<file path="src/rtl/cxs_pkg.sv">
// ============================================================================
// cxs_pkg
// Shared constants, formats and table builder for the chromaticity to sRGB
// converter.
// ============================================================================
package cxs_pkg;

    // Defaults for the top-level parameters.
    localparam int INPUT_FRAC_BITS_DEF = 15;
    localparam int GAMMA_ADDR_BITS_DEF = 10;

    // Fixed-point formats.
    localparam int CH_W   = 17;   // encoded channel, 0..1.0 in Q16
    localparam int LIN_W  = 27;   // linear channel before normalisation, Q16
    localparam int SUM_W  = 46;   // matrix accumulator, Q32
    localparam int XZ_QW  = 23;   // quotient bits kept for X and Z
    localparam int XZ_W   = 25;   // signed X and Z with room for negation

    localparam logic [CH_W-1:0] ONE_Q16   = 17'd65536;
    localparam logic [CH_W-1:0] LIN_LIMIT = 17'd205;
    localparam logic [19:0]     LIN_SLOPE = 20'd846725;

    // XYZ to linear RGB matrix in Q16.
    localparam logic signed [17:0] CR_X = 18'sd108560;
    localparam logic signed [17:0] CR_Z = -18'sd16714;
    localparam logic signed [17:0] CG_X = -18'sd46347;
    localparam logic signed [17:0] CG_Z = 18'sd2369;
    localparam logic signed [17:0] CB_X = 18'sd3389;
    localparam logic signed [17:0] CB_Z = 18'sd66292;

    // The Y column times Y = 1.0 (Q16), already in Q32.
    localparam logic signed [SUM_W-1:0] OFF_R = -46'sd1524105216;
    localparam logic signed [SUM_W-1:0] OFF_G = 46'sd7109869568;
    localparam logic signed [SUM_W-1:0] OFF_B = -46'sd521273344;

    // Magnitude width of x and of 1-x-y for a given input format.
    function automatic int mag_width(input int frac_bits);
        return (frac_bits + 1 > 17) ? frac_bits + 1 : 17;
    endfunction

    // Largest R in 0..2^20 with R^k <= target, k is 2 or 3.
    function automatic longint unsigned root_floor(input longint unsigned target,
                                                   input int k);
        longint unsigned lo;
        longint unsigned hi;
        longint unsigned mid;
        longint unsigned p;
        lo = 0;
        hi = 64'd1 << 20;
        while (lo < hi) begin
            mid = (lo + hi + 64'd1) >> 1;
            p = mid * mid;
            if (k == 3) begin
                p = p * mid;
            end
            if (p <= target) begin
                lo = mid;
            end else begin
                hi = mid - 64'd1;
            end
        end
        return lo;
    endfunction

    // One entry of the transfer curve table: 1.055 * t^(5/12) - 0.055 in Q16.
    function automatic logic [CH_W-1:0] gamma_entry(input int idx, input int abits);
        longint unsigned t;
        longint unsigned a;
        longint unsigned b;
        longint unsigned q;
        longint unsigned p;
        longint          g;
        t = longint'(idx) << (20 - abits);
        a = root_floor(t << 40, 3);
        b = root_floor(a << 20, 2);
        q = root_floor(b << 20, 2);
        p = (a * q) >> 20;
        g = longint'((p * 64'd69140) >> 20) - 64'sd3604;
        if (g < 0) begin
            g = 0;
        end
        if (g > 65536) begin
            g = 65536;
        end
        return CH_W'(g);
    endfunction

endpackage

</file>
<file path="src/rtl/cxs_div_pipe.sv">
// ============================================================================
// cxs_div_pipe
// Pipelined restoring divider: one quotient bit per register stage.
// ============================================================================
module cxs_div_pipe #(
    parameter int DIV_W  = 16,
    parameter int Q_W    = 23,
    parameter int SIDE_W = 1
) (
    input  logic              clk,
    input  logic              rst_n,
    input  logic              en,
    input  logic              in_valid,
    input  logic [DIV_W-1:0]  rem0,
    input  logic [Q_W-1:0]    bits,
    input  logic [DIV_W-1:0]  divisor,
    input  logic [SIDE_W-1:0] side_in,
    output logic              out_valid,
    output logic [Q_W-1:0]    quotient,
    output logic [SIDE_W-1:0] side_out
);
    import cxs_pkg::*;

    logic              valid_reg [Q_W];
    logic [DIV_W-1:0]  rem_reg   [Q_W];
    logic [Q_W-1:0]    quo_reg   [Q_W];
    logic [Q_W-1:0]    bits_reg  [Q_W];
    logic [DIV_W-1:0]  div_reg   [Q_W];
    logic [SIDE_W-1:0] side_reg  [Q_W];

    for (genvar s = 0; s < Q_W; s++)
    begin : g_stage
        logic              v_in;
        logic [DIV_W-1:0]  rem_in, div_in;
        logic [Q_W-1:0]    quo_in, bits_in;
        logic [SIDE_W-1:0] side_v;
        logic [DIV_W:0]    r2;
        logic              ge;

        if (s == 0)
        begin : g_first
            assign v_in    = in_valid;
            assign rem_in  = rem0;
            assign div_in  = divisor;
            assign quo_in  = '0;
            assign bits_in = bits;
            assign side_v  = side_in;
        end
        else
        begin : g_next
            assign v_in    = valid_reg[s-1];
            assign rem_in  = rem_reg[s-1];
            assign div_in  = div_reg[s-1];
            assign quo_in  = quo_reg[s-1];
            assign bits_in = bits_reg[s-1];
            assign side_v  = side_reg[s-1];
        end

        // Bring down the next dividend bit and try the subtraction.
        assign r2 = {rem_in, bits_in[Q_W-1-s]};
        assign ge = r2 >= {1'b0, div_in};

        always_ff @(posedge clk or negedge rst_n)
        begin
            if (!rst_n)
            begin
                valid_reg[s] <= 1'b0;
            end
            else if (en)
            begin
                valid_reg[s] <= v_in;
            end
        end

        always_ff @(posedge clk)
        begin
            if (en)
            begin
                rem_reg[s]  <= ge ? DIV_W'(r2 - {1'b0, div_in}) : DIV_W'(r2);
                quo_reg[s]  <= Q_W'({quo_in, ge});
                bits_reg[s] <= bits_in;
                div_reg[s]  <= div_in;
                side_reg[s] <= side_v;
            end
        end
    end

    assign out_valid = valid_reg[Q_W-1];
    assign quotient  = quo_reg[Q_W-1];
    assign side_out  = side_reg[Q_W-1];

endmodule

</file>
<file path="config.mk">
export PLATFORM = sky130hd
export DESIGN_NAME = cxs_div_pipe
export DESIGN_NICKNAME = d
export VERILOG_FILES = /design/src/rtl/cxs_pkg.sv /design/src/rtl/cxs_div_pipe.sv
export SDC_FILE = /design/constraint.sdc
export NUM_CORES = 2
export LEC_CHECK = 0
export BUFFER_PORTS_ARGS = -buffer_cell sky130_fd_sc_hd__buf_2
export CORE_MARGIN = 5
export CORE_UTILIZATION = 40
export CTS_CLUSTER_DIAMETER = 120
export DETAILED_ROUTE_END_ITERATION = 8
export GPL_TIMING_DRIVEN = 0
export MAX_ROUTING_LAYER = met4
export SYNTH_ARGS = -nofsm -noshare
export SYNTH_HDL_FRONTEND = slang
export SYNTH_SLANG_ARGS = --single-unit
</file>
<file path="constraint.sdc">
create_clock -name clk -period 3.4 [get_ports clk]
set_input_delay 0 -clock clk [delete_from_list [all_inputs] [get_ports clk]]
set_output_delay 0 -clock clk [all_outputs]
set_load 0.05 [all_outputs]
</file>
==> metrics <==
status=finished, final reports clean; Leakage=27.4 nW; RePlAce Congestion=0.859; Post-synth EDFFs=1256; hold_ws=0.0699 ns; initial antenna violation count=1; post-route minimum period=3.37 ns; critical path arrival=3.87 ns; post-synth cell types=83; crit path kind=reg2reg; critical path peak fanout=2; Rows=142; switching fraction of total power=31.8%; Seq cells post-synth=1279; Worst Path Required=3.90 ns; post-route clock period utilization=99.1%; grt ovf=0; internal power=42.6 mW; Clock Latency Late Sink=0.76 ns; met3 Resource Use GR=3.15%; synthesized cell area=60400 um2; Antenna Diode Count=0; crit path launch type=flop; detail-routed net length per standard cell=16.7 um; M1 GR Usage=20.0%; Critical Path End Type=flop; P_sw=19.8 mW; Die H=399 um; ANT nets after route=0; Total Routed Length=113000 um; Initial Util=40.3%; Top FF cell, synth=edfxtp_1; core area=150000 um2; Final #Nets=5135; register area share after synthesis=63.4%; Die Area=159000 um2; asr flop ratio synth=1.80%; Final Non-Filler Cells=6813; port bufs=84; Maximum Capacitance Violations=0; Root Buffer=clkbuf_16; Worst Skew=0.0266 ns; most frequent cells in the layout=edfxtp_1 (1256), inv_1 (472), ha_1 (367); DRC=0; Combinational Power Share=37.2%; design area=70000 um2; largest net degree at the start of global routing=186; routed vias=34.5k; Clk pwr share=25.2%; number of global-route vias before repair=34.0k; number of I/O pins=85; Num CTS Buffers=147; DR iter-0 viols=2117; CTS sink count=1279; Setup Viol. Count Final=0; Hold Vio Cnt, Final=0; Hold Crit Class=in2reg; yosys warns=0; Area after DPL=63600 um2; H-tree depth=4; HPWL after detailed placement=78000 um; Design Power=62.4 mW; Max-slew headroom=28.5%; DR vias/cell=5.06; Clk pin slew, worst setup/hold paths=0.06 ns; measured slew at the worst slew-check pin=1.07 ns; Cells after Synth=4310; Flop pwr share=37.6%; commonest non-fill, non-tap cell in the layout=edfxtp_1; Mapped Nets=4760; CTS tree=yes; Mean Syn Cell Area=14.0 um2; fraction of layout cells with a size suffix above 1=15.2%; DIE WIDTH=399 um; drt first pass iters=7; worst vdd ir=0.396 mV; final core occ=46.7%; Max Slew Vio Count=0; Syn-to-layout area delta=15.9%; M2 GR Usage=22.0%; placed insts=6417; fillcell total=13.3k; grt peak-use layer=met2; Total Routing Usage GR=14.6%; Max Buffers Root-to-Sink=3; pwr dens=891 nW/um2; Max Clk Rate=297 MHz; first-pass GRT wire length=182000 um
final cells by class:
class | instances | area, um2 | area share, %
flip-flops and latches | 1279 | 38300 | 54.7
inverters | 472 | 1770 | 2.53
well taps | 2016 | 2520 | 3.60
repair buffers | 228 | 1920 | 2.74
plain buffers | 39 | 268 | 0.382
clock buffers | 188 | 3960 | 5.65
clock inverters | 73 | 830 | 1.18
multi-input cells | 2518 | 20500 | 29.2
power groups by stage:
stage	registers (mW)	clock network (mW)	logic, mW
floorplan	23.2	0	17.4
global placement	24.4	0	21.8
detailed placement	23.8	0	22.1
CTS	23.6	16.3	22.9
global route	23.8	17.0	25.7
finish	23.5	15.7	23.2
stage by stage:
step	setup TNS (ns)	setup slack (ns)
floorplan	0	0.245
global placement	-	-18.68
detailed placement	-74.37	-0.819
CTS	0	0.000821
global route	-0.157	-0.0338
finish	0	0.0303
path summary, 6_finish.rpt:
check,start,to,slack (ns),depth (start not counted)
setup / recovery,bits_reg[1][79]$_DFFE_PP_,rem_reg[1][78]$_DFFE_PP_,0.03,11
hold / removal,rem0[15],rem_reg[0][7]$_DFFE_PP_,0.07,4
setup reg to reg,bits_reg[1][79]$_DFFE_PP_,rem_reg[1][78]$_DFFE_PP_,0.03,11
hold reg to reg,quo_reg[1][99]$_DFFE_PP_,quo_reg[1][123]$_DFFE_PP_,0.39,0
max in group asynchronous,rst_n,g_stage[2].v_in$_DFFE_PN0P_,2.27,3
min in group asynchronous,rst_n,g_stage[15].v_in$_DFFE_PN0P_,0.52,3
per-layer routing:
layer,share of wire (%),wire length [um],vias to the layer above
li1,-,-,17000
met1,48,54000,16700
met2,45,51000,654
met3,5.1,5780,194
met4,2.3,2650,0
met5,0,0,-
cells by family (layout without fill, tap and decap cells):
| group | count (synthesis) | after routing | synth area share, % |
|---|---|---|---|
| muxes | 342 | 342 | 6.27 |
| adders and majority gates | 390 | 390 | 8.35 |
| and+or+nand+nor | 707 | 707 | 5.97 |
| buffers and inverters | 513 | 1000 | 3.27 |
| AOI/OAI and AO/OA | 843 | 843 | 9.32 |
| DFF | 1279 | 1279 | 63.4 |
| xor gates and xnor gates | 236 | 236 | 3.42 |
Yosys cell counts (20+ instances only):
cell / count / area (um2)
a21o_1: 123 / 923
nand4_1: 38 / 238
nor2b_1: 64 / 400
a31oi_1: 48 / 300
fa_1: 22 / 440
edfxtp_1: 1256 / 37700
and3_1: 25 / 156
buf_2: 21 / 105
nor2_1: 162 / 608
xor2_1: 69 / 604
a211oi_1: 29 / 218
nand2_1: 148 / 556
nand2b_1: 54 / 338
ha_1: 368 / 4600
xnor2_1: 167 / 1460
nor3_1: 53 / 265
mux2i_1: 51 / 510
nand3_1: 58 / 290
o21a_1: 65 / 488
nor4_1: 20 / 125
mux2_2: 284 / 3200
dfrtp_1: 23 / 576
o21ai_0: 142 / 711
inv_1: 472 / 1770
a21boi_0: 30 / 225
a21oi_1: 209 / 1050
worst max-delay path: stages (launching register included):
cell and delay (ns):
edfxtp_1 0.37, inv_1 0.09, ha_1 0.18, fa_1 0.22, nor2b_1 0.05, o21ai_0 0.42, a21oi_1 0.19, a2111oi_0 0.76
o21ai_0 0.22, a31oi_1 0.26, xnor2_1 0.08, mux2_2 0.28
what timing repair did:
item,in CTS,in global routing
hold buffers,103,0
setup endpoints to repair,264,169
hold endpoints to repair,181,0
gates resized for setup,63,52
buffers inserted,17,17
pin swaps,12,11
No activity file was read; power rests on OpenSTA's default activity.
