**src/rtl/cxs_pkg.sv**
```systemverilog
// ============================================================================
// cxs_pkg
// Shared constants, formats and table builder for the chromaticity to sRGB
// converter.
// ============================================================================
package cxs_pkg;

    // Defaults for the top-level parameters.
    localparam int INPUT_FRAC_BITS_DEF = 15;
    localparam int GAMMA_ADDR_BITS_DEF = 10;

    // Fixed-point formats.
    localparam int CH_W   = 17;   // encoded channel, 0..1.0 in Q16
    localparam int LIN_W  = 27;   // linear channel before normalisation, Q16
    localparam int SUM_W  = 46;   // matrix accumulator, Q32
    localparam int XZ_QW  = 23;   // quotient bits kept for X and Z
    localparam int XZ_W   = 25;   // signed X and Z with room for negation

    localparam logic [CH_W-1:0] ONE_Q16   = 17'd65536;
    localparam logic [CH_W-1:0] LIN_LIMIT = 17'd205;
    localparam logic [19:0]     LIN_SLOPE = 20'd846725;

    // XYZ to linear RGB matrix in Q16.
    localparam logic signed [17:0] CR_X = 18'sd108560;
    localparam logic signed [17:0] CR_Z = -18'sd16714;
    localparam logic signed [17:0] CG_X = -18'sd46347;
    localparam logic signed [17:0] CG_Z = 18'sd2369;
    localparam logic signed [17:0] CB_X = 18'sd3389;
    localparam logic signed [17:0] CB_Z = 18'sd66292;

    // The Y column times Y = 1.0 (Q16), already in Q32.
    localparam logic signed [SUM_W-1:0] OFF_R = -46'sd1524105216;
    localparam logic signed [SUM_W-1:0] OFF_G = 46'sd7109869568;
    localparam logic signed [SUM_W-1:0] OFF_B = -46'sd521273344;

    // Magnitude width of x and of 1-x-y for a given input format.
    function automatic int mag_width(input int frac_bits);
        return (frac_bits + 1 > 17) ? frac_bits + 1 : 17;
    endfunction

    // Largest R in 0..2^20 with R^k <= target, k is 2 or 3.
    function automatic longint unsigned root_floor(input longint unsigned target,
                                                   input int k);
        longint unsigned lo;
        longint unsigned hi;
        longint unsigned mid;
        longint unsigned p;
        lo = 0;
        hi = 64'd1 << 20;
        while (lo < hi) begin
            mid = (lo + hi + 64'd1) >> 1;
            p = mid * mid;
            if (k == 3) begin
                p = p * mid;
            end
            if (p <= target) begin
                lo = mid;
            end else begin
                hi = mid - 64'd1;
            end
        end
        return lo;
    endfunction

    // One entry of the transfer curve table: 1.055 * t^(5/12) - 0.055 in Q16.
    function automatic logic [CH_W-1:0] gamma_entry(input int idx, input int abits);
        longint unsigned t;
        longint unsigned a;
        longint unsigned b;
        longint unsigned q;
        longint unsigned p;
        longint          g;
        t = longint'(idx) << (20 - abits);
        a = root_floor(t << 40, 3);
        b = root_floor(a << 20, 2);
        q = root_floor(b << 20, 2);
        p = (a * q) >> 20;
        g = longint'((p * 64'd69140) >> 20) - 64'sd3604;
        if (g < 0) begin
            g = 0;
        end
        if (g > 65536) begin
            g = 65536;
        end
        return CH_W'(g);
    endfunction

endpackage

```
**src/rtl/cxs_matrix.sv**
```systemverilog
// ============================================================================
// cxs_matrix
// Saturates X and Z, applies the XYZ to linear RGB matrix, clamps negatives
// and finds the largest channel. Three register stages.
// ============================================================================
module cxs_matrix (
    input  logic                      clk,
    input  logic                      rst_n,
    input  logic                      en,
    input  logic                      in_valid,
    input  logic                      white_in,
    input  logic [cxs_pkg::XZ_QW-1:0] x_quo,
    input  logic                      x_sat,
    input  logic [cxs_pkg::XZ_QW-1:0] z_quo,
    input  logic                      z_sat,
    input  logic                      z_neg,
    output logic                      out_valid,
    output logic                      white,
    output logic                      do_norm,
    output logic [cxs_pkg::LIN_W-1:0] ch_r,
    output logic [cxs_pkg::LIN_W-1:0] ch_g,
    output logic [cxs_pkg::LIN_W-1:0] ch_b,
    output logic [cxs_pkg::LIN_W-1:0] ch_max
);
    import cxs_pkg::*;

    logic signed [XZ_W-1:0]  x_s, z_s;
    logic [XZ_QW:0]          z_m;
    logic                    v1_reg, v2_reg, v3_reg;
    logic                    w1_reg, w2_reg, w3_reg;
    logic signed [SUM_W-1:0] pxr_reg, pxg_reg, pxb_reg, pzr_reg, pzg_reg, pzb_reg;
    logic signed [SUM_W-1:0] sr_reg, sg_reg, sb_reg;
    logic [LIN_W-1:0]        lr, lg, lb, mx;
    logic [LIN_W-1:0]        r3_reg, g3_reg, b3_reg, m3_reg;
    logic                    n3_reg;

    // Saturated X and Z in Q8.16.
    assign x_s = x_sat ? XZ_W'(24'h7FFFFF) : XZ_W'(x_quo);
    assign z_m = z_sat ? (z_neg ? 24'h800000 : 24'h7FFFFF) : {1'b0, z_quo};
    assign z_s = z_neg ? -$signed(XZ_W'(z_m)) : $signed(XZ_W'(z_m));

    // Clamp a Q32 sum to zero and drop to Q16.
    function automatic logic [LIN_W-1:0] lin_q16(input logic signed [SUM_W-1:0] s);
        return (s <= 0) ? '0 : s[16+LIN_W-1:16];
    endfunction

    assign lr = lin_q16(sr_reg);
    assign lg = lin_q16(sg_reg);
    assign lb = lin_q16(sb_reg);

    always_comb
    begin
        mx = lr;
        if (lg > mx)
        begin
            mx = lg;
        end
        if (lb > mx)
        begin
            mx = lb;
        end
    end

    always_ff @(posedge clk or negedge rst_n)
    begin
        if (!rst_n)
        begin
            v1_reg <= 1'b0;
            v2_reg <= 1'b0;
            v3_reg <= 1'b0;
        end
        else if (en)
        begin
            v1_reg <= in_valid;
            v2_reg <= v1_reg;
            v3_reg <= v2_reg;
        end
    end

    // Products, then sums, then clamp and maximum.
    always_ff @(posedge clk)
    begin
        if (en)
        begin
            w1_reg  <= white_in;
            pxr_reg <= SUM_W'(x_s * CR_X);
            pxg_reg <= SUM_W'(x_s * CG_X);
            pxb_reg <= SUM_W'(x_s * CB_X);
            pzr_reg <= SUM_W'(z_s * CR_Z);
            pzg_reg <= SUM_W'(z_s * CG_Z);
            pzb_reg <= SUM_W'(z_s * CB_Z);

            w2_reg  <= w1_reg;
            sr_reg  <= pxr_reg + pzr_reg + OFF_R;
            sg_reg  <= pxg_reg + pzg_reg + OFF_G;
            sb_reg  <= pxb_reg + pzb_reg + OFF_B;

            w3_reg  <= w2_reg;
            r3_reg  <= lr;
            g3_reg  <= lg;
            b3_reg  <= lb;
            m3_reg  <= mx;
            n3_reg  <= mx > LIN_W'(ONE_Q16);
        end
    end

    assign out_valid = v3_reg;
    assign white     = w3_reg;
    assign do_norm   = n3_reg;
    assign ch_r      = r3_reg;
    assign ch_g      = g3_reg;
    assign ch_b      = b3_reg;
    assign ch_max    = m3_reg;

endmodule

```
**config.mk**
```make
export PLATFORM = sky130hd
export DESIGN_NAME = cxs_matrix
export DESIGN_NICKNAME = d
export VERILOG_FILES = /design/src/rtl/cxs_pkg.sv /design/src/rtl/cxs_matrix.sv
export SDC_FILE = /design/constraint.sdc
export NUM_CORES = 2
export LEC_CHECK = 0
export BUFFER_PORTS_ARGS = -buffer_cell sky130_fd_sc_hd__clkbuf_2
export CAP_MARGIN = 15
export CORE_ASPECT_RATIO = 1.75
export CORE_MARGIN = 2
export CORE_UTILIZATION = 66
export DETAILED_ROUTE_END_ITERATION = 16
export MAX_ROUTING_LAYER = met4
export PLACE_DENSITY = 0.9
export SYNTH_ARGS = -nofsm -noshare
export SYNTH_HDL_FRONTEND = slang
export SYNTH_SLANG_ARGS = --single-unit
```
**constraint.sdc**
```tcl
create_clock -name clk -period 9.3 [get_ports clk]
set_input_delay 1.395 -clock clk [delete_from_list [all_inputs] [get_ports clk]]
set_output_delay 1.395 -clock clk [all_outputs]
set_load 0.005 [all_outputs]
```
==> summary.txt <==
Status
  – Status: finished clean

Critical path
  – Most used cell, CP: fa_1
  – Crit end category: register
  – Critical path's slowest cell: fa_1
  – CP Launch Type: input pin
  – CP required: slightly below 10 ns
  – Max incr delay on CP: 0.52 ns
  – CP arrival: approximately 9.4 ns
  – Crit-path max FO: 13
  – Kind of critical path: input pin to register

Synthesis
  – Yosys warns: 0
  – Mean Syn Cell Area: 10.5 sq um
  – Post-synth ARST share: 0.632%
  – Multiplexer share of the synthesized area: 0.346%
  – Main combinational cell family by area after synthesis: adder cells
  – Number of flops mapped to enable cells by yosys: 472
  – Sequential fraction of the synthesis area: approximately a quarter
  – Top FF cell, synth: edfxtp_1
  – Xor and xnor area share after synthesis: 4.31%
  – Post-Syn Nets: ~7300
  – Synth Instances: 5597
  – Synth cell types: 89
  – Compound-gate portion of the synthesized area: approximately a tenth
  – Synth Area in Simple Gates: under 10%
  – Synthesized area: approximately 0.059 sq mm
  – #FFs+latches synth: 475
  – Adder-cell area share of the yosys netlist: 44.8%

Die
  – Starting Density: between 60% and 70%
  – Die area: 0.0917 sq mm
  – Site Rows: approximately 150
  – I/O pin count: roughly 170
  – Chip Height: 399 um
  – CORE AREA: 0.0889 sq mm
  – Die X-Extent: 230 um

STA
  – Final Setup Violations: 0
  – Worst slew pin tran: 1.21 ns
  – Max-slew violations: 0
  – Fin Hold WS: 0.432 ns
  – Final Hold Viols: 0
  – Final Skew: 0.0263 ns
  – Tcrit/Tclk final: 97.0%
  – Fmax: 0.111 GHz
  – Setup TNS: 0 ns
  – Period minus WS final: 9.02 ns
  – Rel. slew slack: between 10% and 20%

Clocking
  – TritonCTS clock tree: built
  – Cts hold-fix bufs: 0
  – Clk buf depth: 3
  – Total clock sinks: 475
  – Number of buffers created by CTS: 44
  – CTS H-Tree Depth: 2
  – Worst skew pair latency: 0.61 ns
  – Worst-path clk slew: 0.07 ns
  – CTS Root Cell: clkbuf_16

Cells and area
  – Most common cell after layout, fill and taps aside: inv_1
  – Synthesis-to-layout area growth: 10.2%
  – # fillers: 6391
  – # nets final: 7806
  – Layout cell share with drive strength beyond 1: between 10 and 15%
  – Most frequent cells in the layout: inv_1, ha_1, fa_1, edfxtp_1, nor2_1
  – Post-layout instance count excluding filler cells: 7275

Routing
  – WL final: around 180000 um
  – Antenna-violating nets left: 0
  – Routed len/inst: 24.8 um
  – Iter 0 DRT Violations: approximately 3100
  – Post-DR vias/cell: 6.02
  – Drc violations: 0
  – DR pass1 iterations: 5
  – DR vias: about 44000

Global route
  – Vias in the first global route: approximately 46000
  – Initial antenna violation count: 11
  – First-pass GRT wire length: 270000 um
  – Pin count of the biggest net entering global routing: 183
  – GRT Util Overall: 41.3%
  – Overflow after GRT: 0

Placed design
  – Placed insts: 7184
  – Dpl hpwl: between 150000 and 200000 um
  – # port buffers: about 160
  – GPL Wtd Cong: 1.09

Min path
  – Min-delay worst type: register to register

Flow run
  – Max_cap viols: 0
==> cell usage after synthesis (all sizes together), types with 16 or more instances <==
| master | count | area share (%) |
|---|---|---|
| and2 | 66 | 0.70 |
| ha | 1008 | 21 |
| a21o | 120 | 1.5 |
| nor2b | 30 | 0.32 |
| nand2b | 47 | 0.50 |
| xnor2 | 219 | 3.3 |
| and4 | 16 | 0.24 |
| fa | 687 | 23 |
| and3 | 33 | 0.35 |
| o211ai | 26 | 0.33 |
| or3 | 31 | 0.33 |
| xor2 | 71 | 1.1 |
| or2 | 40 | 0.42 |
| nor2 | 281 | 1.8 |
| clkbuf | 29 | 0.18 |
| nand2 | 184 | 1.2 |
| a21oi | 248 | 2.1 |
| nor4 | 48 | 0.56 |
| edfxtp | 472 | 24 |
| o21ai | 169 | 1.4 |
| inv | 1199 | 7.6 |
| o21bai | 38 | 0.48 |
| nand3 | 70 | 0.59 |
| o21a | 60 | 0.76 |
| nand4 | 30 | 0.33 |
| a31oi | 36 | 0.38 |
| a211oi | 44 | 0.56 |
| nor3 | 76 | 0.65 |
==> per-layer routing <==
layer | track usage, % | share of wire (%) | up-vias
met2 | 70.6 | 50 | 1823
met4 | 36.2 | 11 | 0
met5 | - | 0 | -
met1 | 41.8 | 33 | 21500
li1 | - | - | 19800
met3 | 4.86 | 5.1 | 696
==> cell type report <==
type,count,area [sq um],area share (%)
multi-input cells,3886,40100,61.7
flip-flops and latches,475,14200,22.0
inverters,1199,4500,6.93
repair buffers,451,3070,4.73
well taps,1176,1470,2.27
clock buffers,50,1170,1.80
clock inverters,31,368,0.567
diodes,7,17.5,0.0270
==> timing repair <==
action / in CTS / in global routing
gates resized for setup: 0 / 7
setup buffers: 0 / 2
setup endpoints to repair: 0 / 7
==> critical path: cells and delay by family <==
kind | cells | cell delay (ns)
AOI/OAI and AO/OA | 11 | 2.12
xor gates and xnor gates | 1 | 0.08
adders and majority gates | 7 | 3.14
buffers and inverters | 6 | 0.89
and+or+nand+nor | 6 | 1.75
==> final timing paths <==
| check | from | slack [ns] | cells after the start | end |
|---|---|---|---|---|
| min | pzr_reg[3]$_DFFE_PP_ | 0.43 | 0 | sr_reg[3]$_DFFE_PP_ |
| max | z_quo[7] | 0.28 | 31 | pzr_reg[39]$_DFFE_PP_ |
| max reg2reg | sr_reg[30]$_DFFE_PP_ | 0.97 | 27 | do_norm$_DFFE_PP_ |
| max in group asynchronous | rst_n | 8.61 | 1 | out_valid$_DFFE_PN0P_ |
| min in group asynchronous | rst_n | 0.58 | 1 | v1_reg$_DFFE_PN0P_ |
| min reg2reg | pzr_reg[3]$_DFFE_PP_ | 0.43 | 0 | sr_reg[3]$_DFFE_PP_ |
==> per-stage QoR <==
stage | cell area (sq um) | setup slack, ns | util (%)
3_5_place_dp | 63300 | -0.396 | 71.2
4_1_cts | 64800 | 0.209 | 72.9
5_1_grt | 64900 | -0.0130 | 73.0
3_3_place_gp | 63300 | -0.252 | 71.2
6_report | 64900 | 0.277 | 73.0
2_1_floorplan | 58900 | 0.00258 | -
==> cell families after synthesis <==
logic type / after synthesis
muxes: 19
buffers and inverters: 1236
DFF: 475
AOI/OAI and AO/OA: 909
adders and majority gates: 1696
and+or+nand+nor: 972
xor gates and xnor gates: 290
Power is left out: the tool's default activity adds up to more than one toggle a clock period on the data nets, which glitch-free logic cannot reach.
