## src/rtl/cxs_pkg.sv

```systemverilog
// ============================================================================
// cxs_pkg
// Shared constants, formats and table builder for the chromaticity to sRGB
// converter.
// ============================================================================
package cxs_pkg;

    // Defaults for the top-level parameters.
    localparam int INPUT_FRAC_BITS_DEF = 15;
    localparam int GAMMA_ADDR_BITS_DEF = 10;

    // Fixed-point formats.
    localparam int CH_W   = 17;   // encoded channel, 0..1.0 in Q16
    localparam int LIN_W  = 27;   // linear channel before normalisation, Q16
    localparam int SUM_W  = 46;   // matrix accumulator, Q32
    localparam int XZ_QW  = 23;   // quotient bits kept for X and Z
    localparam int XZ_W   = 25;   // signed X and Z with room for negation

    localparam logic [CH_W-1:0] ONE_Q16   = 17'd65536;
    localparam logic [CH_W-1:0] LIN_LIMIT = 17'd205;
    localparam logic [19:0]     LIN_SLOPE = 20'd846725;

    // XYZ to linear RGB matrix in Q16.
    localparam logic signed [17:0] CR_X = 18'sd108560;
    localparam logic signed [17:0] CR_Z = -18'sd16714;
    localparam logic signed [17:0] CG_X = -18'sd46347;
    localparam logic signed [17:0] CG_Z = 18'sd2369;
    localparam logic signed [17:0] CB_X = 18'sd3389;
    localparam logic signed [17:0] CB_Z = 18'sd66292;

    // The Y column times Y = 1.0 (Q16), already in Q32.
    localparam logic signed [SUM_W-1:0] OFF_R = -46'sd1524105216;
    localparam logic signed [SUM_W-1:0] OFF_G = 46'sd7109869568;
    localparam logic signed [SUM_W-1:0] OFF_B = -46'sd521273344;

    // Magnitude width of x and of 1-x-y for a given input format.
    function automatic int mag_width(input int frac_bits);
        return (frac_bits + 1 > 17) ? frac_bits + 1 : 17;
    endfunction

    // Largest R in 0..2^20 with R^k <= target, k is 2 or 3.
    function automatic longint unsigned root_floor(input longint unsigned target,
                                                   input int k);
        longint unsigned lo;
        longint unsigned hi;
        longint unsigned mid;
        longint unsigned p;
        lo = 0;
        hi = 64'd1 << 20;
        while (lo < hi) begin
            mid = (lo + hi + 64'd1) >> 1;
            p = mid * mid;
            if (k == 3) begin
                p = p * mid;
            end
            if (p <= target) begin
                lo = mid;
            end else begin
                hi = mid - 64'd1;
            end
        end
        return lo;
    endfunction

    // One entry of the transfer curve table: 1.055 * t^(5/12) - 0.055 in Q16.
    function automatic logic [CH_W-1:0] gamma_entry(input int idx, input int abits);
        longint unsigned t;
        longint unsigned a;
        longint unsigned b;
        longint unsigned q;
        longint unsigned p;
        longint          g;
        t = longint'(idx) << (20 - abits);
        a = root_floor(t << 40, 3);
        b = root_floor(a << 20, 2);
        q = root_floor(b << 20, 2);
        p = (a * q) >> 20;
        g = longint'((p * 64'd69140) >> 20) - 64'sd3604;
        if (g < 0) begin
            g = 0;
        end
        if (g > 65536) begin
            g = 65536;
        end
        return CH_W'(g);
    endfunction

endpackage

```

## src/rtl/cxs_front.sv

```systemverilog
// ============================================================================
// cxs_front
// Input stage: forms |1-x-y| and its sign, and flags quotients that will
// saturate the Q8.16 range.
// ============================================================================
module cxs_front #(
    parameter  int INPUT_FRAC_BITS = cxs_pkg::INPUT_FRAC_BITS_DEF,
    localparam int MAG_W           = cxs_pkg::mag_width(INPUT_FRAC_BITS)
) (
    input  logic             clk,
    input  logic             rst_n,
    input  logic             en,
    input  logic             in_valid,
    input  logic [15:0]      chroma_x,
    input  logic [15:0]      chroma_y,
    output logic             out_valid,
    output logic             white,
    output logic [MAG_W-1:0] x_mag,
    output logic [MAG_W-1:0] z_mag,
    output logic             z_neg,
    output logic             x_sat,
    output logic             z_sat,
    output logic [15:0]      y_val
);
    import cxs_pkg::*;

    localparam int N_W   = MAG_W + 1;
    localparam int CMP_W = (MAG_W > 23) ? MAG_W : 23;
    localparam logic [N_W-1:0] ONE_IN = N_W'(1) << INPUT_FRAC_BITS;

    logic [N_W-1:0]   n_u;
    logic [MAG_W-1:0] zm;
    logic [CMP_W-1:0] lim;
    logic             valid_reg;
    logic             white_reg, z_neg_reg, x_sat_reg, z_sat_reg;
    logic [MAG_W-1:0] x_mag_reg, z_mag_reg;
    logic [15:0]      y_reg;

    // A quotient reaches 2^23 exactly when the dividend is at least 128 * y.
    assign n_u = ONE_IN - N_W'(chroma_x) - N_W'(chroma_y);
    assign zm  = n_u[N_W-1] ? MAG_W'(-n_u) : n_u[MAG_W-1:0];
    assign lim = CMP_W'({chroma_y, 7'b0});

    always_ff @(posedge clk or negedge rst_n)
    begin
        if (!rst_n)
        begin
            valid_reg <= 1'b0;
        end
        else if (en)
        begin
            valid_reg <= in_valid;
        end
    end

    always_ff @(posedge clk)
    begin
        if (en)
        begin
            white_reg <= (chroma_y == 16'd0);
            x_mag_reg <= MAG_W'(chroma_x);
            z_mag_reg <= zm;
            z_neg_reg <= n_u[N_W-1];
            x_sat_reg <= CMP_W'(chroma_x) >= lim;
            z_sat_reg <= CMP_W'(zm) >= lim;
            y_reg     <= chroma_y;
        end
    end

    assign out_valid = valid_reg;
    assign white     = white_reg;
    assign x_mag     = x_mag_reg;
    assign z_mag     = z_mag_reg;
    assign z_neg     = z_neg_reg;
    assign x_sat     = x_sat_reg;
    assign z_sat     = z_sat_reg;
    assign y_val     = y_reg;

endmodule

```

## config.mk

```make
export PLATFORM = sky130hd
export DESIGN_NAME = cxs_front
export DESIGN_NICKNAME = d
export VERILOG_FILES = /design/src/rtl/cxs_pkg.sv /design/src/rtl/cxs_front.sv
export SDC_FILE = /design/constraint.sdc
export NUM_CORES = 1
export LEC_CHECK = 0
export ABC_AREA = 1
export BUFFER_PORTS_ARGS = -buffer_cell sky130_fd_sc_hd__buf_2
export CORE_AREA = 5 5 106 108
export CTS_CLUSTER_DIAMETER = 100
export DETAILED_ROUTE_END_ITERATION = 10
export DIE_AREA = 0 0 111 113
export PLACE_DENSITY = 0.66
export SYNTH_ARGS = -nofsm -noshare
export SYNTH_HDL_FRONTEND = slang
export SYNTH_SLANG_ARGS = --single-unit
```

## constraint.sdc

```tcl
create_clock -name clk -period 1.4 [get_ports clk]
set_input_delay 0.28 -clock clk [delete_from_list [all_inputs] [get_ports clk]]
set_output_delay 0.28 -clock clk [all_outputs]
set_load 0.01 [all_outputs]
```

==> flow_metrics.py, run 1 <==
metrics = {
    "status": {
        "outcome": "complete, but fails checks",
        "violated_checks": "setup timing",
    },
    "detailed_routing": {
        "wire_per_inst_um": 15.9,
        "routed_via_density": 4.98,
        "drt-pass1-iter-count": 5,
        "number_of_vias_after_detailed_routing": 4737,
        "detail_route.drc_violations": 0,
        "initialDrtViolationCount": 294,
        "route.antenna.remaining_nets": 0,
        "drt-total-wl_um": 15100,
    },
    "timing": {
        "fmaxAchievable_mhz": 245,
        "finalCritPeriodShare": 2.92,
        "rsz_0062_raised_after_global_routing": "true",
        "timing_hold_violations_final": 0,
        "skew_ns": 0,
        "worst_slack_ns": -2.69,
        "final_max_slew_viol_count": 0,
        "whs_ns": 0.138,
        "fin_setup_tns_ns": -31.63,
        "finalWorstPathRequiredPeriod_ns": 4.09,
        "final-setup-viol-count": 19,
    },
    "floorplan": {
        "die_w_um": 111,
        "chipHeight_um": 113,
        "row_count": 37,
        "ioPinCount": 91,
        "die_area_mm2": 0.0125,
        "initial_core_utilization": 0.417,
        "core_region_area_mm2": 0.0101,
    },
    "yosys": {
        "async_set_reset_flop_share_out_of_synthesis": 0.0185,
        "yosys_warnings": 0,
        "synth_seq_area_share": 0.383,
        "post_synth_xor_area_fraction": 0.0495,
        "post_synth_main_area_contributors": "sky130_fd_sc_hd__edfxtp_1, sky130_fd_sc_hd__nand2_1, sky130_fd_sc_hd__ha_1",
        "post_synthesis_simple_gate_area_fraction": 0.309,
        "synth-main-ff-cell": "sky130_fd_sc_hd__edfxtp_1",
        "synth-edff-count": 53,
        "post_synth_most_frequent_cells": "sky130_fd_sc_hd__nand2_1, sky130_fd_sc_hd__inv_1, sky130_fd_sc_hd__edfxtp_1, sky130_fd_sc_hd__nor2_1, sky130_fd_sc_hd__ha_1",
        "synth_seq_cells": 54,
        "top_cell_type_s_share_of_synthesized_area": 0.377,
        "synth.mux.area_fraction": 0.00267,
        "synth-compound-area-share": 0.0450,
        "number_of_nets_in_the_synthesized_netlist": 616,
        "yosys.area_share.adder": 0.114,
        "synth.most_common_cell": "sky130_fd_sc_hd__nand2_1",
        "synth_top_family_by_area": "simple AND/OR/NAND/NOR gates",
        "postSynthAreaPerCell_um2": 7.79,
        "yosys.cell_types.count": 37,
        "post_synth_top_area_cell": "sky130_fd_sc_hd__edfxtp_1",
        "post_synth_instance_area_mm2": 0.00422,
        "post_synth_inst_count": 542,
    },
    "pwr": {
        "p_per_area_mw_per_mm2": 905,
        "power_leakage_uw": 0.00356,
        "vdd_drop_max_uv": 437,
    },
    "finish": {
        "fraction_of_final_layout_cells_sized_beyond_drive_strength_1": 0.536,
        "num-nets-final": 888,
        "antenna_cells_inserted": 0,
        "largest_register_ff_count": 17,
        "layout.core_utilization": 0.707,
        "post_route_insts_no_fill": 951,
        "area_growth_pct": 69.8,
    },
    "critical_path": {
        "critical_path_peak_fanout": 3,
        "cp_slowest_stage_delay_ns": 0.35,
        "cp_data_arrival_time_ns": 4.28,
        "start_kind": "input pin",
        "critical_path.endpoint_type": "register",
        "critical-path-slowest-cell": "sky130_fd_sc_hd__ha_2",
        "critical_path_required_ns": 1.60,
        "crit_type": "in -> reg",
    },
    "min_path": {
        "worst_hold_path_type": "in -> reg",
    },
    "grt": {
        "groute.usage.overall": 0.228,
        "grt_start_max_net_pins": 25,
        "vias_in_the_first_global_route": 4637,
        "grt_first_pass_wirelength_um": 22900,
        "initial_antenna_violation_count": 0,
        "global_route.overflow_total": 0,
    },
    "place": {
        "pre_cts_ws_ns": -3.21,
        "globalplace.congestion": 0.974,
        "dp.final_hpwl_um": 11300,
        "place.detailed.instances": 917,
        "portBuffers": 89,
    },
    "cts": {
        "tritoncts": "built",
        "clockRootBuffer": "sky130_fd_sc_hd__clkbuf_8",
        "cts_max_level": 2,
        "clk_path_buf_depth": 2,
        "worst_setup_hold_path_clk_slew_ns": 0.11,
        "cts_inserted_buffers": 5,
        "worstSkewPairLatency_ns": 0.30,
        "clock_sink_count": 54,
    },
    "job": {
        "maxCapViolCount": 0,
    },
}
-- timing repair --
item,in CTS,in global routing
hold buffers,1,0
endpoints found under the hold margin,1,0
setup endpoints to repair,19,19
gates resized for setup,98,113
gates cloned,1,0
pin swaps,63,70
setup buffers,20,14
-- layout by cell type (no fill, tap or decap), types with 3 or more instances in the layout --
cell type	count
sky130_fd_sc_hd__buf_4	143
sky130_fd_sc_hd__nand2_1	103
sky130_fd_sc_hd__inv_1	86
sky130_fd_sc_hd__buf_2	86
sky130_fd_sc_hd__edfxtp_1	53
sky130_fd_sc_hd__nand2_2	50
sky130_fd_sc_hd__buf_6	34
sky130_fd_sc_hd__nor2_1	28
sky130_fd_sc_hd__nand3_1	24
sky130_fd_sc_hd__ha_1	21
sky130_fd_sc_hd__nand4_1	15
sky130_fd_sc_hd__nand2_4	14
sky130_fd_sc_hd__nor2_2	14
sky130_fd_sc_hd__ha_4	14
sky130_fd_sc_hd__inv_2	13
sky130_fd_sc_hd__a21oi_2	11
sky130_fd_sc_hd__xor2_1	11
sky130_fd_sc_hd__nand3_2	9
sky130_fd_sc_hd__a21oi_1	9
sky130_fd_sc_hd__nor2_4	8
sky130_fd_sc_hd__xnor2_1	5
sky130_fd_sc_hd__nand3b_1	5
sky130_fd_sc_hd__clkbuf_8	5
sky130_fd_sc_hd__xor2_2	4
sky130_fd_sc_hd__nor3_4	3
sky130_fd_sc_hd__a21oi_4	3
sky130_fd_sc_hd__nand3_4	3
sky130_fd_sc_hd__o21ai_1	3
-- per-layer routing --
layer | global-route usage | up-vias | share of wire
li1 | - | 2293 | -
met1 | 0.285 | 2203 | 0.40
met2 | 0.403 | 197 | 0.50
met3 | 0.0337 | 44 | 0.064
met4 | 0.0805 | 0 | 0.034
met5 | 0 | - | 0
-- worst paths after layout --
check                      depth (start not counted)               endpoint  slack (ns)                   from
max                                               31        z_sat$_DFFE_PP_       -2.69            chroma_x[2]
min                                                1    y_val[12]$_DFFE_PP_        0.14           chroma_y[12]
max reg2reg                                        1  out_valid$_DFFE_PN0P_        0.65  out_valid$_DFFE_PN0P_
min reg2reg                                        1  out_valid$_DFFE_PN0P_        0.52  out_valid$_DFFE_PN0P_
max in group asynchronous                          2  out_valid$_DFFE_PN0P_        1.04                  rst_n
min in group asynchronous                          2  out_valid$_DFFE_PN0P_        0.27                  rst_n
-- through the flow --
| step | instance area (um^2) | total power (uW) |
|---|---|---|
| floorplan | 4290 | 3290 |
| global placement | 6050 | 4630 |
| detailed placement | 6050 | 4690 |
| CTS | 6670 | 6000 |
| global route | 7170 | 6890 |
| finish | 7170 | 6490 |
-- power by group --
group | internal (uW) | switching [uW] | total [uW] | leakage [uW]
registers | 2000 | 38.3 | 2040 | 0.000529
logic | 1710 | 1830 | 3550 | 0.00299
clock network | 354 | 551 | 905 | 0.0000374
-- cell type report --
class / count / area [um^2]
sequential: 54 / 1620
multi-input combinational: 385 / 2950
clock buffer: 6 / 72.6
timing repair buffer: 268 / 1970
tap: 136 / 170
fill: 730 / 2970
inverter: 100 / 378
clock inverter: 2 / 15.0
-- critical path, delay by kind of cell --
family | cells | cell delay (ns)
fa+ha+maj | 2 | 0.64
simple gates | 25 | 2.89
buf+inv | 3 | 0.29
xor+xnor | 1 | 0.15
-- kinds of logic (layout without fill, tap and decap cells) --
kind of cell    count (synthesis)  count (layout)
flops                          54              54
xor+xnor                       23              23
compound gates                 35              35
buf+inv                       103             376
simple gates                  287             287
fa+ha+maj                      38              38
mux                             1               1
other cells                     1               1
Power figures use the tool's default switching activity.
==> inputs of run 2 (changes only) <==
- ABC_AREA: 1 -> 0
- CORE_AREA: 5 5 106 108 -> 5 5 100 102
- DIE_AREA: 0 0 111 113 -> 0 0 105 107
- PLACE_DENSITY: 0.66 -> 0.72
==> run 2 against run 1 <==
Wire length shrank 15%; die area decreased by 10%; the flow still finishes with violations (setup timing); critical endpoint unchanged; critical path type unchanged; clock skew did not move; non-clock buffer count shrank 35.
==> flow_metrics.py, run 2 <==
metrics = {
    "critical_path": {
        "critical_path_peak_fanout": 4,
        "crit_type": "in -> reg",
        "critical_path_required_ns": 1.56,
        "critical_path.endpoint_type": "register",
        "start_kind": "input pin",
        "ff2ff_path_depth": 1,
        "cp_data_arrival_time_ns": 4.84,
    },
    "yosys": {
        "yosys.cell_types.count": 59,
        "number_of_nets_in_the_synthesized_netlist": 423,
        "post_synth_most_frequent_cells": "sky130_fd_sc_hd__edfxtp_1, sky130_fd_sc_hd__ha_1, sky130_fd_sc_hd__xnor2_1, sky130_fd_sc_hd__inv_1",
        "synth-main-ff-cell": "sky130_fd_sc_hd__edfxtp_1",
        "synth_seq_area_share": 0.432,
        "post_synth_top_area_cell": "sky130_fd_sc_hd__edfxtp_1",
        "async_set_reset_flop_share_out_of_synthesis": 0.0185,
        "synth.most_common_cell": "sky130_fd_sc_hd__edfxtp_1",
        "post_synth_main_area_contributors": "sky130_fd_sc_hd__edfxtp_1, sky130_fd_sc_hd__ha_1, sky130_fd_sc_hd__xnor2_1",
        "synth_seq_cells": 54,
        "top_cell_type_s_share_of_synthesized_area": 0.425,
        "postSynthAreaPerCell_um2": 10.7,
        "synth-edff-count": 53,
        "post_synth_inst_count": 349,
        "yosys_warnings": 0,
        "post_synth_instance_area_mm2": 0.00374,
    },
    "finish": {
        "sequential_cell_area_mm2": 0.00162,
        "multi_input_comb_area_mm2": 0.00255,
        "post_route_insts_no_fill": 696,
        "fraction_of_final_layout_cells_sized_beyond_drive_strength_1": 0.566,
        "num-nets-final": 658,
        "antenna_cells_inserted": 0,
        "layout_commonest_cell": "sky130_fd_sc_hd__buf_4",
        "area_growth_pct": 64.8,
        "fin_area_mm2": 0.00616,
        "nFillCells": 604,
        "largest_register_ff_count": 17,
        "most_frequent_cells_in_the_layout": "sky130_fd_sc_hd__buf_4, sky130_fd_sc_hd__buf_2, sky130_fd_sc_hd__edfxtp_1",
        "layout.core_utilization": 0.683,
    },
    "cts": {
        "cts_inserted_buffers": 5,
        "worst_setup_hold_path_clk_slew_ns": 0.10,
        "clock_sink_count": 54,
        "tritoncts": "built",
        "clk_path_buf_depth": 2,
        "clockRootBuffer": "sky130_fd_sc_hd__clkbuf_8",
        "cts_max_level": 2,
        "worstSkewPairLatency_ns": 0.31,
    },
    "place": {
        "place_area_mm2": 0.00539,
        "dp.final_hpwl_um": 9050,
        "globalplace.congestion": 1.01,
        "portBuffers": 89,
        "place.detailed.instances": 666,
    },
    "job": {
        "maxCapViolCount": 0,
    },
    "timing": {
        "worst_pin_slew_ns": 0.582,
        "final_max_slew_viol_count": 0,
        "fin_setup_tns_ns": -35.67,
        "rsz_0062_raised_after_global_routing": "true",
        "fmaxAchievable_mhz": 214,
        "timing_hold_violations_final": 0,
        "finalCritPeriodShare": 3.34,
        "worst_slack_ns": -3.28,
        "final-setup-viol-count": 19,
        "worst_slew_margin_rel": 0.609,
        "finalWorstPathRequiredPeriod_ns": 4.68,
        "whs_ns": 0.157,
        "skew_ns": 0,
    },
    "status": {
        "outcome": "complete, but fails checks",
        "violated_checks": "setup timing",
    },
    "floorplan": {
        "die_area_mm2": 0.0112,
        "initial_core_utilization": 0.415,
        "row_count": 35,
        "ioPinCount": 91,
        "core_region_area_mm2": 0.00902,
        "chipHeight_um": 107,
        "die_w_um": 105,
    },
    "grt": {
        "grt_first_pass_wirelength_um": 18700,
        "initial_antenna_violation_count": 0,
        "grt_start_max_net_pins": 41,
        "vias_in_the_first_global_route": 3790,
        "groute.usage.overall": 0.206,
        "global_route.overflow_total": 0,
    },
    "detailed_routing": {
        "number_of_vias_after_detailed_routing": 3868,
        "drt-total-wl_um": 12900,
        "route.antenna.remaining_nets": 0,
        "met2_length_um": 6470,
        "drt-pass1-iter-count": 7,
        "wire_per_inst_um": 18.5,
        "dr_wl_met3_um": 820,
        "routed_via_density": 5.56,
        "initialDrtViolationCount": 277,
        "detail_route.drc_violations": 0,
        "wl_met1_um": 5040,
        "highest_layer": "met4",
    },
    "pwr": {
        "vdd_drop_max_uv": 462,
        "power_leakage_uw": 0.00272,
        "p_per_area_mw_per_mm2": 1010,
    },
    "min_path": {
        "depth_of_the_worst_hold_timing_path": 1,
        "worst_hold_path_type": "in -> reg",
    },
}
[run 2: layout make-up]
cell class                 instances  area share
clock inverter                     3     0.00710
inverter                          29      0.0213
timing repair buffer             233       0.262
tap                              111      0.0225
multi-input combinational        261       0.414
sequential                        54       0.262
clock buffer                       5      0.0112
[run 2: routing by layer]
layer / global-route usage / up-vias
met3: 0.0367 / 49
met4: 0.0904 / 0
met1: 0.245 / 1864
li1: - / 1765
met2: 0.362 / 190
met5: 0 / -
[run 2: kinds of logic after synthesis]
family / synth area share
AND/OR/NAND/NOR: 0.133
AO/OA/AOI/OAI: 0.150
flip-flops: 0.432
XOR/XNOR: 0.110
adder cells (fa/ha/maj): 0.129
buffers and inverters: 0.0368
multiplexers: 0.00836
other: 0.00100
[run 2: report_power, final]
| group | leakage, uW | switching (uW) | internal [uW] |
|---|---|---|---|
| clock network | 0.0000585 | 539 | 537 |
| registers | 0.000530 | 45.4 | 2030 |
| logic | 0.00213 | 1540 | 1520 |
[run 2: what timing repair did]
item,in CTS,in global routing
hold endpoints to repair,1,0
endpoints found under the setup margin,19,19
setup buffers,11,15
pin swaps,22,44
hold buffers,1,0
gates resized for setup,45,56
[run 2: critical path, stage by stage]
cell	delay (ns)
sky130_fd_sc_hd__buf_6	0.09
sky130_fd_sc_hd__or4_4	0.54
sky130_fd_sc_hd__or3_4	0.44
sky130_fd_sc_hd__nor2_4	0.11
sky130_fd_sc_hd__xnor2_2	0.16
sky130_fd_sc_hd__ha_4	0.25
sky130_fd_sc_hd__buf_6	0.11
sky130_fd_sc_hd__and2_4	0.13
sky130_fd_sc_hd__a22o_1	0.19
sky130_fd_sc_hd__a41o_1	0.25
sky130_fd_sc_hd__nor2_2	0.15
sky130_fd_sc_hd__xnor2_2	0.10
sky130_fd_sc_hd__buf_4	0.15
sky130_fd_sc_hd__o31ai_4	0.32
sky130_fd_sc_hd__xnor2_2	0.12
sky130_fd_sc_hd__ha_1	0.32
sky130_fd_sc_hd__nand4_1	0.13
sky130_fd_sc_hd__nor3_2	0.19
sky130_fd_sc_hd__buf_4	0.13
sky130_fd_sc_hd__nand2_1	0.10
sky130_fd_sc_hd__nor4_4	0.30
sky130_fd_sc_hd__o22ai_2	0.11
sky130_fd_sc_hd__a21oi_1	0.15
[run 2: stage by stage]
step           total power [uW]  worst slack (ns)
2_1_floorplan              3330             -3.06
3_3_place_gp               4490             -3.47
3_5_place_dp               4550             -3.54
4_1_cts                    5800             -3.10
5_1_grt                    6470             -3.36
6_report                   6210             -3.28
[run 2: final timing paths]
path	from	slack (ns)	end
max	chroma_x[7]	-3.28	z_sat$_DFFE_PP_
min	chroma_y[11]	0.16	y_val[11]$_DFFE_PP_
max reg2reg	out_valid$_DFFE_PN0P_	0.63	out_valid$_DFFE_PN0P_
min reg2reg	out_valid$_DFFE_PN0P_	0.55	out_valid$_DFFE_PN0P_
max in group asynchronous	rst_n	1.06	out_valid$_DFFE_PN0P_
min in group asynchronous	rst_n	0.26	out_valid$_DFFE_PN0P_
==> inputs of run 3 (changes only) <==
- CORE_AREA: 5 5 100 102 -> 2 2 97 99
- DIE_AREA: 0 0 105 107 -> 0 0 99 101
- HOLD_SLACK_MARGIN: unset -> 0.12
- PLACE_DENSITY: 0.72 -> 0.65
==> run 3 against run 2 <==
First-iteration DRC count shrank 28%; final area grew 3.7%; wire length grew 0.68%; final cell count shrank 0.29%; via count shrank 2.0%; register-to-register slack gained 0.02 ns; non-clock buffer count shrank 2; critical path depth is the same; worst hold slack lost 0.018 ns; total power shrank 1.7%; the flow still finishes with violations (setup timing); utilization grew 2.9 points; combinational power is essentially flat.
==> flow_metrics.py, run 3 (synthesis gave the netlist of run 2 again) <==
metrics = {
    "status": {
        "outcome": "complete, but fails checks",
        "violated_checks": "setup timing",
    },
    "cts": {
        "cts_inserted_buffers": 5,
        "clock_sink_count": 54,
        "worst_setup_hold_path_clk_slew_ns": 0.11,
        "worstSkewPairLatency_ns": 0.32,
        "clockRootBuffer": "sky130_fd_sc_hd__clkbuf_8",
        "clk_path_buf_depth": 2,
        "tritoncts": "built",
        "cts_max_level": 2,
    },
    "grt": {
        "vias_in_the_first_global_route": 3684,
        "global_route.overflow_total": 0,
        "grt_first_pass_wirelength_um": 17900,
        "groute.usage.overall": 0.227,
        "grt_start_max_net_pins": 30,
        "initial_antenna_violation_count": 0,
    },
    "critical_path": {
        "critical_path_required_ns": 1.47,
        "cp_slowest_stage_delay_ns": 0.54,
        "worst_r2r_startpoint": "out_valid$_DFFE_PN0P_",
        "critical_path_startpoint": "chroma_x[9]",
        "count_of_buffering_cells_on_the_critical_path_with_inverters_included": 3,
        "crit_type": "in -> reg",
        "critical_path.endpoint_type": "register",
        "start_kind": "input pin",
        "critical-path-slowest-cell": "sky130_fd_sc_hd__or4_4",
        "crit_family": "compound AO/OA/AOI/OAI gates",
        "cp_data_arrival_time_ns": 4.59,
        "crit_chain": "buf_6, or4_4, or3_4, nor3_4, xnor2_2, ha_4, a21oi_4, inv_2, o21ai_2, a41oi_2, o21a_4, inv_4, o31ai_4, xnor2_2, ha_1, nor2b_1, o21a_1, o21a_1, o211ai_1, a21oi_1, a211o_1, a31oi_1, a21oi_1",
        "critical_path_peak_fanout": 3,
    },
    "finish": {
        "largest_register_ff_count": 17,
        "layout.core_utilization": 0.712,
        "area_growth_pct": 70.8,
        "fin_area_mm2": 0.00639,
        "nFillCells": 569,
        "num-nets-final": 656,
        "fraction_of_final_layout_cells_sized_beyond_drive_strength_1": 0.599,
        "post_route_insts_no_fill": 694,
        "antenna_cells_inserted": 0,
        "layout_commonest_cell": "sky130_fd_sc_hd__buf_4",
        "most_frequent_cells_in_the_layout": "sky130_fd_sc_hd__buf_4, sky130_fd_sc_hd__buf_2, sky130_fd_sc_hd__edfxtp_1",
    },
    "detailed_routing": {
        "detail_route.drc_violations": 0,
        "drt-total-wl_um": 13000,
        "routed_via_density": 5.46,
        "initialDrtViolationCount": 200,
        "wire_per_inst_um": 18.7,
        "drt-pass1-iter-count": 5,
        "route.antenna.remaining_nets": 0,
        "number_of_vias_after_detailed_routing": 3791,
    },
    "timing": {
        "final_max_slew_viol_count": 0,
        "skew_ns": 0,
        "finalWorstPathRequiredPeriod_ns": 4.52,
        "whs_ns": 0.139,
        "worst_slack_ns": -3.12,
        "final-setup-viol-count": 19,
        "fmaxAchievable_mhz": 221,
        "finalCritPeriodShare": 3.23,
        "timing_hold_violations_final": 0,
        "rsz_0062_raised_after_global_routing": "true",
    },
    "floorplan": {
        "core_region_area_mm2": 0.00898,
        "row_count": 35,
        "chipHeight_um": 101,
        "initial_core_utilization": 0.417,
        "die_w_um": 99,
        "ioPinCount": 91,
        "die_area_mm2": 0.0100,
    },
    "min_path": {
        "min-delay-start": "chroma_y[10]",
        "worst_hold_path_type": "in -> reg",
    },
    "pwr": {
        "p_per_area_mw_per_mm2": 955,
        "vdd_drop_max_uv": 455,
        "power_leakage_uw": 0.00281,
        "overall_power_consumption_uw": 6100,
    },
    "place": {
        "place_area_mm2": 0.00544,
        "portBuffers": 89,
        "dp.final_hpwl_um": 8820,
        "globalplace.congestion": 0.863,
        "place.detailed.instances": 670,
    },
    "job": {
        "maxCapViolCount": 0,
    },
}
[run 3: cell count changes in the layout (fill, tap and decap cells not counted), sizes merged]
cell	before	now
buf	232	230
bufinv	1	0
clkbuf	5	6
clkinv	1	0
clkinvlp	0	1
[run 3: repair_timing]
item / 4_1_cts / 5_1_grt
pin swaps: 36 / 28
cloned: 0 / 0
buffers inserted: 12 / 10
hold endpoints to repair: 1 / 0
hold buffers: 1 / 0
resized for setup: 70 / 76
setup endpoints to repair: 19 / 19
[run 3: area by class of cell]
cell class	count	area, um^2	area share
inverter	29	134	0.0209
multi-input combinational	261	2720	0.425
timing repair buffer	231	1690	0.264
clock buffer	6	82.6	0.0129
tap	111	139	0.0217
clock inverter	2	16.3	0.00255
sequential	54	1620	0.253
[run 3: layer usage]
metal,up-vias,GRT usage,wire length [um],share of wire
met5,-,0,0,0
met4,0,0.0643,442,0.034
met3,38,0.0291,706,0.054
met2,140,0.410,6630,0.51
met1,1850,0.285,5210,0.40
li1,1763,-,-,-
[run 3: power by group]
part	leakage (uW)	switching, uW	internal (uW)
combinational	0.00223	1510	1520
sequential	0.000530	50.0	2030
clock	0.0000478	580	409
total	0.00281	2140	3960
[run 3: path summary, 6_finish.rpt]
kind                                               to  slack [ns]  depth (start not counted)
min in group asynchronous       out_valid$_DFFE_PN0P_        0.25                          2
worst max-delay path                  z_sat$_DFFE_PP_       -3.12                         23
worst min register to register  out_valid$_DFFE_PN0P_        0.52                          1
worst max register to register  out_valid$_DFFE_PN0P_        0.65                          1
max in group asynchronous       out_valid$_DFFE_PN0P_        1.07                          2
worst min-delay path              y_val[10]$_DFFE_PP_        0.14                          1
[run 3: stage by stage]
stage,setup WS [ns],TNS [ns]
final,-3.12,-31.54
after global routing,-3.26,-33.23
after CTS,-2.92,-30.92
after detailed placement,-3.46,-38.84
after global placement,-3.33,-37.75
after floorplan,-3.06,-30.10
